--- src/rtl/pps_pkg.sv ---
package pps_pkg;

  // Sizing
  localparam int MAX_VERTS_DEF = 16;
  localparam int DW            = 52;  // signed plane distance, Q.24
  localparam int TW            = 30;  // split fraction, Q0.30
  localparam int CFG_IW        = 3;
  localparam int CFG_DW        = 32;

  // Register indexes
  localparam logic [CFG_IW-1:0] REG_NORMAL_X  = 3'd0;
  localparam logic [CFG_IW-1:0] REG_NORMAL_Y  = 3'd1;
  localparam logic [CFG_IW-1:0] REG_NORMAL_Z  = 3'd2;
  localparam logic [CFG_IW-1:0] REG_PLANE_D   = 3'd3;
  localparam logic [CFG_IW-1:0] REG_EPSILON   = 3'd4;

  // Vertex classes
  localparam logic [1:0] CLS_FRONT = 2'd0;
  localparam logic [1:0] CLS_BACK  = 2'd1;
  localparam logic [1:0] CLS_ON    = 2'd2;

  // Result status codes
  localparam logic [1:0] ST_SPLIT       = 2'd0;
  localparam logic [1:0] ST_WHOLE_FRONT = 2'd1;
  localparam logic [1:0] ST_WHOLE_BACK  = 2'd2;
  localparam logic [1:0] ST_TOO_MANY    = 2'd3;

  // Unit normal components (+1.0 and -1.0 in Q2.16)
  localparam logic signed [17:0] UNIT_POS = 18'sh10000;
  localparam logic signed [17:0] UNIT_NEG = 18'sh30000;

  // Read address select
  localparam logic [1:0] RD_IDX  = 2'd0;
  localparam logic [1:0] RD_NEXT = 2'd1;
  localparam logic [1:0] RD_ZERO = 2'd2;

  // Emit select
  localparam logic [1:0] EM_ERR   = 2'd0;
  localparam logic [1:0] EM_WHOLE = 2'd1;
  localparam logic [1:0] EM_CUR   = 2'd2;
  localparam logic [1:0] EM_SPLIT = 2'd3;

  typedef struct packed {
    logic signed [31:0] vertex_x;
    logic signed [31:0] vertex_y;
    logic signed [31:0] vertex_z;
    logic               final_vertex;
  } vertex_t;

  typedef struct packed {
    logic               out_side;
    logic signed [31:0] out_x;
    logic signed [31:0] out_y;
    logic signed [31:0] out_z;
    logic [1:0]         split_status;
    logic               run_end;
  } result_t;

  typedef struct packed {
    logic       vtx_accept;
    logic       rd_en;
    logic [1:0] rd_sel;
    logic       cls_mul;
    logic       cls_sum;
    logic       cls_wr;
    logic       idx_clr;
    logic       idx_inc;
    logic       cur_load;
    logic       walk_clr;
    logic       walk_flip;
    logic       div_init;
    logic       div_step;
    logic       spl_mul;
    logic       emit;
    logic [1:0] emit_sel;
  } ctl_cmd_t;

  typedef struct packed {
    logic in_final;
    logic ovf_hit;
    logic idx_last;
    logic slot_free;
    logic whole;
    logic run_err;
    logic cur_emit;
    logic need_split;
    logic div_done;
    logic walk_back;
  } dp_stat_t;

endpackage

--- src/rtl/pps_ctrl.sv ---
module pps_ctrl
  import pps_pkg::*;
(
  input  logic     clk,
  input  logic     rst_n,
  input  logic     in_valid,
  output logic     in_ready,
  input  dp_stat_t stat,
  output ctl_cmd_t cmd
);

  localparam logic [4:0] S_LOAD    = 5'd0;
  localparam logic [4:0] S_ERR     = 5'd1;
  localparam logic [4:0] S_CL_RD   = 5'd2;
  localparam logic [4:0] S_CL_MUL  = 5'd3;
  localparam logic [4:0] S_CL_SUM  = 5'd4;
  localparam logic [4:0] S_CL_WR   = 5'd5;
  localparam logic [4:0] S_DECIDE  = 5'd6;
  localparam logic [4:0] S_WH_RD   = 5'd7;
  localparam logic [4:0] S_WH_EMIT = 5'd8;
  localparam logic [4:0] S_W_FIRST = 5'd9;
  localparam logic [4:0] S_W_CUR   = 5'd10;
  localparam logic [4:0] S_W_RD    = 5'd11;
  localparam logic [4:0] S_W_EMIT  = 5'd12;
  localparam logic [4:0] S_W_DIVI  = 5'd13;
  localparam logic [4:0] S_W_DIV   = 5'd14;
  localparam logic [4:0] S_W_MUL   = 5'd15;
  localparam logic [4:0] S_W_SPL   = 5'd16;
  localparam logic [4:0] S_W_ADV   = 5'd17;

  logic [4:0] state_r, state_nxt;

  // State register
  always_ff @(posedge clk) begin
    if (!rst_n) begin
      state_r <= S_LOAD;
    end else begin
      state_r <= state_nxt;
    end
  end

  // Next state and commands
  always_comb begin
    state_nxt = state_r;
    cmd       = '0;
    in_ready  = 1'b0;
    unique case (state_r)
      S_LOAD: begin
        in_ready = 1'b1;
        if (in_valid) begin
          cmd.vtx_accept = 1'b1;
          if (stat.in_final) begin
            cmd.idx_clr = 1'b1;
            state_nxt   = stat.ovf_hit ? S_ERR : S_CL_RD;
          end
        end
      end
      S_ERR: begin
        if (stat.slot_free) begin
          cmd.emit     = 1'b1;
          cmd.emit_sel = EM_ERR;
          state_nxt    = S_LOAD;
        end
      end
      S_CL_RD: begin
        cmd.rd_en  = 1'b1;
        cmd.rd_sel = RD_IDX;
        state_nxt  = S_CL_MUL;
      end
      S_CL_MUL: begin
        cmd.cls_mul = 1'b1;
        state_nxt   = S_CL_SUM;
      end
      S_CL_SUM: begin
        cmd.cls_sum = 1'b1;
        state_nxt   = S_CL_WR;
      end
      S_CL_WR: begin
        cmd.cls_wr = 1'b1;
        if (stat.idx_last) begin
          state_nxt = S_DECIDE;
        end else begin
          cmd.idx_inc = 1'b1;
          state_nxt   = S_CL_RD;
        end
      end
      S_DECIDE: begin
        cmd.idx_clr = 1'b1;
        if (stat.whole) begin
          state_nxt = S_WH_RD;
        end else if (stat.run_err) begin
          state_nxt = S_ERR;
        end else begin
          cmd.walk_clr = 1'b1;
          state_nxt    = S_W_FIRST;
        end
      end
      S_WH_RD: begin
        cmd.rd_en  = 1'b1;
        cmd.rd_sel = RD_IDX;
        state_nxt  = S_WH_EMIT;
      end
      S_WH_EMIT: begin
        if (stat.slot_free) begin
          cmd.emit     = 1'b1;
          cmd.emit_sel = EM_WHOLE;
          if (stat.idx_last) begin
            state_nxt = S_LOAD;
          end else begin
            cmd.idx_inc = 1'b1;
            state_nxt   = S_WH_RD;
          end
        end
      end
      S_W_FIRST: begin
        cmd.rd_en  = 1'b1;
        cmd.rd_sel = RD_ZERO;
        state_nxt  = S_W_CUR;
      end
      S_W_CUR: begin
        cmd.cur_load = 1'b1;
        state_nxt    = S_W_RD;
      end
      S_W_RD: begin
        cmd.rd_en  = 1'b1;
        cmd.rd_sel = RD_NEXT;
        state_nxt  = S_W_EMIT;
      end
      S_W_EMIT: begin
        if (!stat.cur_emit || stat.slot_free) begin
          cmd.emit     = stat.cur_emit;
          cmd.emit_sel = EM_CUR;
          state_nxt    = stat.need_split ? S_W_DIVI : S_W_ADV;
        end
      end
      S_W_DIVI: begin
        cmd.div_init = 1'b1;
        state_nxt    = S_W_DIV;
      end
      S_W_DIV: begin
        cmd.div_step = 1'b1;
        if (stat.div_done) begin
          state_nxt = S_W_MUL;
        end
      end
      S_W_MUL: begin
        cmd.spl_mul = 1'b1;
        state_nxt   = S_W_SPL;
      end
      S_W_SPL: begin
        if (stat.slot_free) begin
          cmd.emit     = 1'b1;
          cmd.emit_sel = EM_SPLIT;
          state_nxt    = S_W_ADV;
        end
      end
      S_W_ADV: begin
        cmd.cur_load = 1'b1;
        if (stat.idx_last) begin
          if (stat.walk_back) begin
            state_nxt = S_LOAD;
          end else begin
            cmd.walk_flip = 1'b1;
            cmd.idx_clr   = 1'b1;
            state_nxt     = S_W_FIRST;
          end
        end else begin
          cmd.idx_inc = 1'b1;
          state_nxt   = S_W_RD;
        end
      end
      default: begin
        state_nxt = S_LOAD;
      end
    endcase
  end

endmodule

--- config.mk ---
export PLATFORM = sky130hd
export DESIGN_NAME = pps_ctrl
export DESIGN_NICKNAME = d
export VERILOG_FILES = /design/src/rtl/pps_pkg.sv /design/src/rtl/pps_ctrl.sv
export SDC_FILE = /design/constraint.sdc
export NUM_CORES = 1
export LEC_CHECK = 0
export ABC_AREA = 1
export BUFFER_PORTS_ARGS = -buffer_cell sky130_fd_sc_hd__buf_2
export CAP_MARGIN = 10
export CORE_ASPECT_RATIO = 1.2
export CORE_MARGIN = 2
export CORE_UTILIZATION = 47
export DETAILED_ROUTE_END_ITERATION = 8
export PLACE_DENSITY = 0.79
export SYNTH_ARGS = -nofsm -noshare
export SYNTH_HDL_FRONTEND = slang
export SYNTH_SLANG_ARGS = --single-unit
--- constraint.sdc ---
create_clock -name clk -period 1.7 [get_ports clk]
set_input_delay 0.17 -clock clk [delete_from_list [all_inputs] [get_ports clk]]
set_output_delay 0.17 -clock clk [all_outputs]
set_load 0.01 [all_outputs]
# Yosys cells after proc, flatten, opt, wreduce, memory -nomap -nowiden
# Index checks and enable logic that the tools add are counted.
# Widths: inputs -> output; s select.
totals:
  elab_cells: 76
  reg_bits: 5
  inputBits: 13
op_classes:
  eq_ne: 24
  n_reduce_logical: 7
  n_mux: 44
op_table:
  columns: ["cell", "n"]
  rows:
  - ["$pmux 5 s18", 1]
  - ["$mux 5", 9]
  - ["$eq 5x4->1 const B", 8]
  - ["$eq 5x3->1 const B", 4]
  - ["$mux 1", 20]
  - ["$mux 3", 6]
  - ["$ne 2x2->1 const B", 7]
  - ["$mux 4", 3]
  - ["$pmux 3 s4", 1]
  - ["$eq 5x2->1 const B", 2]
  - ["$eq 5x5->1 const B", 2]
  - ["$pmux 3 s3", 1]
  - ["$reduce_and 7->1", 1]
  - ["$reduce_or 2->1", 3]
  - ["$eq 5x1->1 const B", 1]
  - ["$logic_not 5->1", 1]
  - ["$pmux 1 s3", 1]
  - ["$mux 2", 1]
  - ["$pmux 1 s2", 1]
  - ["$logic_not 1->1", 1]
  - ["$logic_or 1x1->1", 1]

# Depth between registers and ports, before layout
# Gate-level depths: netlist of the first run.
logic_depth:
  depth_word: 4
  depth_mapped: 10
  ltp_nobuf: 10

# Least setup slack after synthesis of the first run
# No wires, ideal clock.
synth_path:
  path_kind: "register -> output"
  start: "register state_r[2]"
  end: "output cmd[10] in the netlist's numbering"
  stages_incl_launch_ff: 7
  arrival_ns: 1.300
  slack_ns: 0.230
  path_cell_list: "dfxtp_1 buf_2 nor2_2 nand2_1 nor3b_1 nand2_1 nand3_1"
synth_lines:
  columns: ["element", "line_no", "rtl"]
  rows:
  - ["from (decl)", "pps_ctrl.sv:31", "logic [4:0] state_r, state_nxt;"]
  - ["from (signal assigned)", "pps_ctrl.sv:38", "state_r <= state_nxt;"]
  - ["to (decl)", "pps_ctrl.sv:9", "output ctl_cmd_t cmd"]

==> results of run 1 <==
routing by layer:
metal  routed length, um  global-route usage, %  vias to the layer above  share of wire [%]
li1                    -                      -                      531                  -
met1                 890                   29.3                      461                 38
met2                1220                   47.6                       52                 52
met3                 173                   5.12                        8                7.4
met4                  60                   5.33                        0                2.6
met5                   0                      0                        -                  0
worst min-delay path, cell delays in order:
cell	delay, ps
buf_2	70
inv_1	40
nand2_2	70
a21oi_1	60
synthesized netlist by cell type (all sizes together):
master and count:
nand2 47, nor2 30, inv 28, nand3 19, a21oi 6, dfxtp 5, o21ai 5, buf 2
a31oi 1, nand4 1, nor3b 1, o211ai 1, or2 1
final timing paths:
kind	from	to	slack [ps]	cells after the start
max reg2reg	state_r[1]	state_r[2]	290	10
max	state_r[0]	cmd[1]	100	6
min	stat[1]	state_r[1]	210	4
min reg2reg	state_r[3]	state_r[3]	540	2
kinds of logic after synthesis:
family / after synthesis
flops: 5
simple gates: 99
compound gates: 13
buf+inv: 30
power by group:
part	internal [mW]	switching (mW)	total [mW]	leakage (nW)
Sequential	0.121	0.0148	0.136	0.0433
Combinational	0.0696	0.115	0.185	0.544
Clock	0.0854	0.0538	0.139	0.0177
layout by cell type (no fill, tap or decap):
master    count
nand2_1      43
buf_2        31
nor2_1       20
inv_1        19
nand3_1      17
inv_2         8
nor2_4        7
a21oi_1       6
o21ai_0       5
nand2_2       4
nor2_2        3
clkbuf_4      3
dfxtp_4       3
buf_4         2
inv_4         1
nand3_4       1
a31oi_1       1
or2_2         1
o211ai_1      1
nor3b_2       1
nand4_1       1
nand3_2       1
clkinv_2      1
dfxtp_2       1
dfxtp_1       1
repair_timing:
action / 4_1_cts / 5_1_grt
endpoints found under the setup margin: 4 / 8
gates resized for setup: 4 / 13
buffers inserted: 0 / 1
pin swaps: 0 / 1
layout make-up:
class                           instances  area [sq um]  share of cell area [%]
Multi-Input combinational cell        112           566                    56.3
Tap cell                               17          21.3                    2.12
Clock buffer                            3          22.5                    2.24
Clock inverter                          1          5.00                   0.498
Timing Repair Buffer                   33           170                    16.9
Inverter                               28           108                    10.7
Sequential cell                         5           113                    11.2
metrics by stage:
step	TNS, ps	power (mW)
after floorplan	0	0.253
after global placement	0	0.305
after detailed placement	0	0.309
after CTS	-7.04	0.454
after global routing	-20.4	0.495
final	0	0.459
==> reports/qor.log, run 1 <==
qor: timing.max_clock_freq 626 MHz
qor: die.die_width 40.6 um
qor: clock_tree.clock_insertion_delay_worst_skew 240 ps
qor: route.wl 2340 um
qor: logic_synthesis.post_synth_main_area_contributors nand2_1 22%, dfxtp_1 13%, nand3_1 11%
qor: logic_synthesis.muxShareOfSynthArea 0%
qor: logic_synthesis.post_synth_xor_area_fraction 0%
qor: clock_tree.max-clock-path-buffers 2
qor: worst_setup_path.crit_buf_inv 2
qor: logic_synthesis.yosysSeqAreaShare 13.3%
qor: grt.grt_remaining_overflow 0
qor: worst_setup_path.setup.worst_path.end_class output port
qor: cells_and_area.area_overhead_vs_synth 33.2%
qor: logic_synthesis.syn_area_per_cell 5.13 sq um
qor: cells_and_area.number_of_inserted_diodes 0
qor: place.buffer_ports.inserted 31
qor: clock_tree.holdBufCountCts 0
qor: power.power_per_cell_area 457 nW/um^2
qor: worst_setup_path.crit_family simple AND/OR/NAND/NOR gates
qor: clock_tree.clk_pin_slew 50 ps
qor: logic_synthesis.synth_top_family_by_area simple AND/OR/NAND/NOR gates
qor: die.rows 15
qor: route.first_iter_violations 45
qor: grt.number_of_antenna_violations_at_the_first_check_in_global_routing 0
qor: logic_synthesis.postSynthCellCount 147
qor: worst_setup_path.critPathRequiredTime 1530 ps
qor: logic_synthesis.mappedNetlistArea 754 sq um
qor: die.dieHeight 47.9 um
qor: die.core_area 1460 sq um
qor: worst_setup_path.critPathLaunchType flop
qor: cells_and_area.post_layout_util 68.6%
qor: worst_setup_path.cp_max_fo 7
qor: place.number_of_placed_instances_taps_included 194
qor: worst_setup_path.critical_path.slowest_cell dfxtp_4
qor: run_status.outcome finished clean
qor: timing.setup_slack 102 ps
qor: timing.drv_slew 0
qor: cells_and_area.layout.cell_area.non_filler 1000 sq um
qor: cells_and_area.largest_register_ffs 5
qor: clock_tree.cts_tree built
qor: timing.final.min_clock_period 1600 ps
qor: grt.via_count_of_the_first_global_routing_pass 880
qor: route.drt.antenna.violating_nets 0
qor: route.post_drt_via_cell_ratio 5.29
qor: logic_synthesis.yosysTopAreaCellShare 22.4%
qor: timing.slew_headroom 85.2%
qor: cells_and_area.post_route_non_filler_standard_cell_count 199
qor: route.vias 1052
qor: logic_synthesis.yosys.cell_types.count 20
qor: timing.final.period_utilization 94.0%
qor: cells_and_area.biggestRegsByFlops state_r x5
qor: worst_setup_path.cp_slowest_stage_delay 380 ps
qor: die.initial_utilization 51.5%
qor: grt.grt_pass1_wl 3460 um
qor: power.total_leakage_power 0.605 nW
qor: cells_and_area.fraction_of_final_layout_cells_sized_beyond_drive_strength_1 37.4%
qor: grt.grt_max_degree 12
qor: grt.track_usage 25.6%
qor: clock_tree.cts-root-buf clkbuf_4
qor: power.power.ir.vdd_worst 390 uV
qor: die.dieArea 1940 sq um
qor: logic_synthesis.synth-simple-area-share 61.5%
qor: logic_synthesis.syn-num-nets 160
qor: cells_and_area.num-fill-cells 142
qor: timing.final-setup-viol-count 0
qor: clock_tree.tritoncts.num_buffers 3
qor: timing.transition_time_at_the_pin_with_the_least_slew_margin 222 ps
qor: worst_setup_path.crit_chain nor2_4 > nand3_1 > inv_1 > nand2_1 > o21ai_0 > buf_2
qor: flow_run.max_cap_violations 0
qor: logic_synthesis.total_of_warnings_raised_by_yosys 0
qor: route.remaining_drc_errors 0
qor: worst_setup_path.worstPathArrival 1430 ps
qor: logic_synthesis.postSynthRegisterBits 5
qor: logic_synthesis.yosys.area.top_type nand2_1
qor: timing.final.hold.worst_slack 211 ps
qor: cells_and_area.registers.top_by_ff_count state_r
qor: logic_synthesis.synth-compound-area-share 9.12%
qor: timing.fin_worst_skew 9.38 ps
qor: timing.final_hold_viol_count 0
qor: place.place_ws 198 ps
qor: route.drt_first_pass_iters 4
qor: worst_setup_path.worstSetupPathType flop to output port
qor: cells_and_area.finalNetCount 196
qor: route.routed_wire_length_per_instance 11.8 um
qor: clock_tree.numClockSinks 5
qor: clock_tree.cts.htree.levels 1
qor: place.place.gp.congestion 0.883
qor: die.num_io_pins 32
qor: place.dp_hpwl 1880 um
qor: place.placedInstanceArea 922 sq um
qor: hold_path.hold_path_class input port to flop
qor: logic_synthesis.synthAdderAreaFrac 0%
No activity file was read; power rests on OpenSTA's default activity.
==> inputs of run 2 (changes only) <==
==> constraint.sdc (replaced) <==
create_clock -name clk -period 1.8 [get_ports clk]
set_input_delay 0.18 -clock clk [delete_from_list [all_inputs] [get_ports clk]]
set_output_delay 0.18 -clock clk [all_outputs]
set_load 0.01 [all_outputs]
==> run 2 against run 1 <==
Net effect:
- via count down 1.0%
- setup slack better by 16 ps
- core utilization down 2.6 points
- cell count down 0.50%
- design area down 3.7%
- clock power down 8%
- sequential power down 4%
- clock-buffer cell count up 1
- die area unchanged
- non-clock buffer count down 1
- routed wire length down 2.0%
==> reports/qor.log, run 2 (synthesis results as in run 1) <==
qor: grt.track_usage 27.2%
qor: timing.transition_time_at_the_pin_with_the_least_slew_margin 271 ps
qor: timing.final.hold.worst_slack 215 ps
qor: cells_and_area.layout.cell_area.non_filler 967 sq um
qor: die.dieHeight 47.9 um
qor: cells_and_area.fraction_of_final_layout_cells_sized_beyond_drive_strength_1 34.3%
qor: place.dp_hpwl 1870 um
qor: route.wl 2290 um
qor: worst_setup_path.cp_max_fo 7
qor: grt.grt_remaining_overflow 0
qor: worst_setup_path.crit_chain nand2_1 > nor2_4 > inv_1 > nor2_1 > inv_1 > a31oi_1 > buf_2
qor: route.post_drt_via_cell_ratio 5.26
qor: power.share_comb_of_total_power 40.2%
qor: clock_tree.cts_tree built
qor: power.seqPwrFrac 30.2%
qor: power.finalPower 433 uW
qor: place.buffer_ports.inserted 31
qor: power.total_leakage_power 0.591 nW
qor: route.first_iter_violations 39
qor: route.vias 1041
qor: clock_tree.max-clock-path-buffers 2
qor: timing.final_hold_viol_count 0
qor: place.place_ws 212 ps
qor: timing.slew_headroom 81.9%
qor: place.place.gp.congestion 0.891
qor: flow_run.max_cap_violations 0
qor: timing.fin_worst_skew 2.94 ps
qor: power.power_per_cell_area 447 nW/um^2
qor: worst_setup_path.worstPathArrival 1500 ps
qor: route.routed_wire_length_per_instance 11.6 um
qor: place.number_of_placed_instances_taps_included 193
qor: run_status.outcome finished clean
qor: die.die_width 40.6 um
qor: timing.setup-tns-final 0 ps
qor: timing.final.period_utilization 93.4%
qor: power.netSwitchingFraction 38.7%
qor: timing.setup_slack 118 ps
qor: grt.via_count_of_the_first_global_routing_pass 885
qor: power.power.ir.vdd_worst 370 uV
qor: worst_setup_path.critPathLaunchType flop
qor: worst_setup_path.critical_path.slowest_cell dfxtp_2
qor: cells_and_area.area_overhead_vs_synth 28.2%
qor: route.remaining_drc_errors 0
qor: worst_setup_path.cp_common_cell inv_1
qor: worst_setup_path.setup.worst_path.end_class output port
qor: worst_setup_path.crit_buf_inv 3
qor: worst_setup_path.worstSetupPathType flop to output port
qor: grt.number_of_antenna_violations_at_the_first_check_in_global_routing 0
qor: clock_tree.cts.htree.levels 1
qor: clock_tree.numClockSinks 5
qor: worst_setup_path.critPathRequiredTime 1620 ps
qor: timing.drv_slew 0
qor: clock_tree.tritoncts.num_buffers 3
qor: cells_and_area.finalNetCount 195
qor: timing.final.min_clock_period 1680 ps
qor: grt.grt_max_degree 12
qor: cells_and_area.post_route_non_filler_standard_cell_count 198
qor: worst_setup_path.cp_slowest_stage_delay 440 ps
qor: die.core_area 1460 sq um
qor: cells_and_area.biggestRegsByFlops state_r x5
qor: die.rows 15
qor: clock_tree.cts-root-buf clkbuf_4
qor: cells_and_area.final_common_cell nand2_1
qor: cells_and_area.post_layout_util 66.1%
qor: worst_setup_path.crit_family flip-flops
qor: hold_path.hold_path_class input port to flop
qor: cells_and_area.number_of_inserted_diodes 0
qor: clock_tree.clk_pin_slew 40 ps
qor: grt.grt_pass1_wl 3540 um
qor: cells_and_area.registers.top_by_ff_count state_r
qor: power.p_switching 168 uW
qor: place.placedInstanceArea 915 sq um
qor: die.initial_utilization 51.5%
qor: power.cell_internal_pwr 265 uW
qor: power.pwr-share-clk 29.6%
qor: die.dieArea 1940 sq um
qor: timing.max_clock_freq 595 MHz
qor: timing.final-setup-viol-count 0
qor: route.drt_first_pass_iters 4
qor: route.drt.antenna.violating_nets 0
qor: clock_tree.clock_insertion_delay_worst_skew 240 ps
qor: clock_tree.holdBufCountCts 0
qor: cells_and_area.largest_register_ffs 5
qor: die.num_io_pins 32
qor: cells_and_area.layout_common_cells 45 x nand2_1, 31 x buf_2, 21 x nor2_1
[run 2: worst reg2reg max path, delay by kind of cell, from the launching register on]
kind	cells	cell delay [ps]
compound gates	1	110
buf+inv	1	100
flops	1	360
simple gates	7	800
[run 2: what timing repair did]
item | in CTS | in global routing
pin swaps | 0 | 1
buffers inserted | 0 | 1
cloned | 0 | 0
resized for setup | 1 | 7
setup endpoints to repair | 3 | 8
hold endpoints to repair | 0 | 0
[run 2: power groups by stage]
stage	Sequential [mW]	Combinational (mW)	Clock, mW
after floorplan	0.126	0.113	0
final	0.131	0.174	0.128
after global placement	0.129	0.161	0
after CTS	0.128	0.164	0.136
after detailed placement	0.129	0.163	0
after global routing	0.131	0.194	0.152
[run 2: worst paths after layout]
check | endpoint | slack [ps] | from | cells past startpoint
min reg2reg | state_r[3] | 530 | state_r[3] | 2
min | state_r[1] | 210 | stat[1] | 4
max reg2reg | state_r[3] | 370 | state_r[3] | 9
max | cmd[9] | 120 | state_r[0] | 7
[run 2: final cells by class]
class	instances	area [sq um]
clock buffers	4	26.3
fillers	150	497
inverters	28	108
multi-input cells	112	543
flip-flops and latches	5	106
well taps	17	21.3
repair buffers	32	163
[run 2: routing by layer]
metal	wire length, um	track usage, %	up-vias
met1	898	33.1	463
met2	1220	44.1	52
met3	140	5.12	6
met5	0	0	-
met4	31	15.3	0
li1	-	-	520
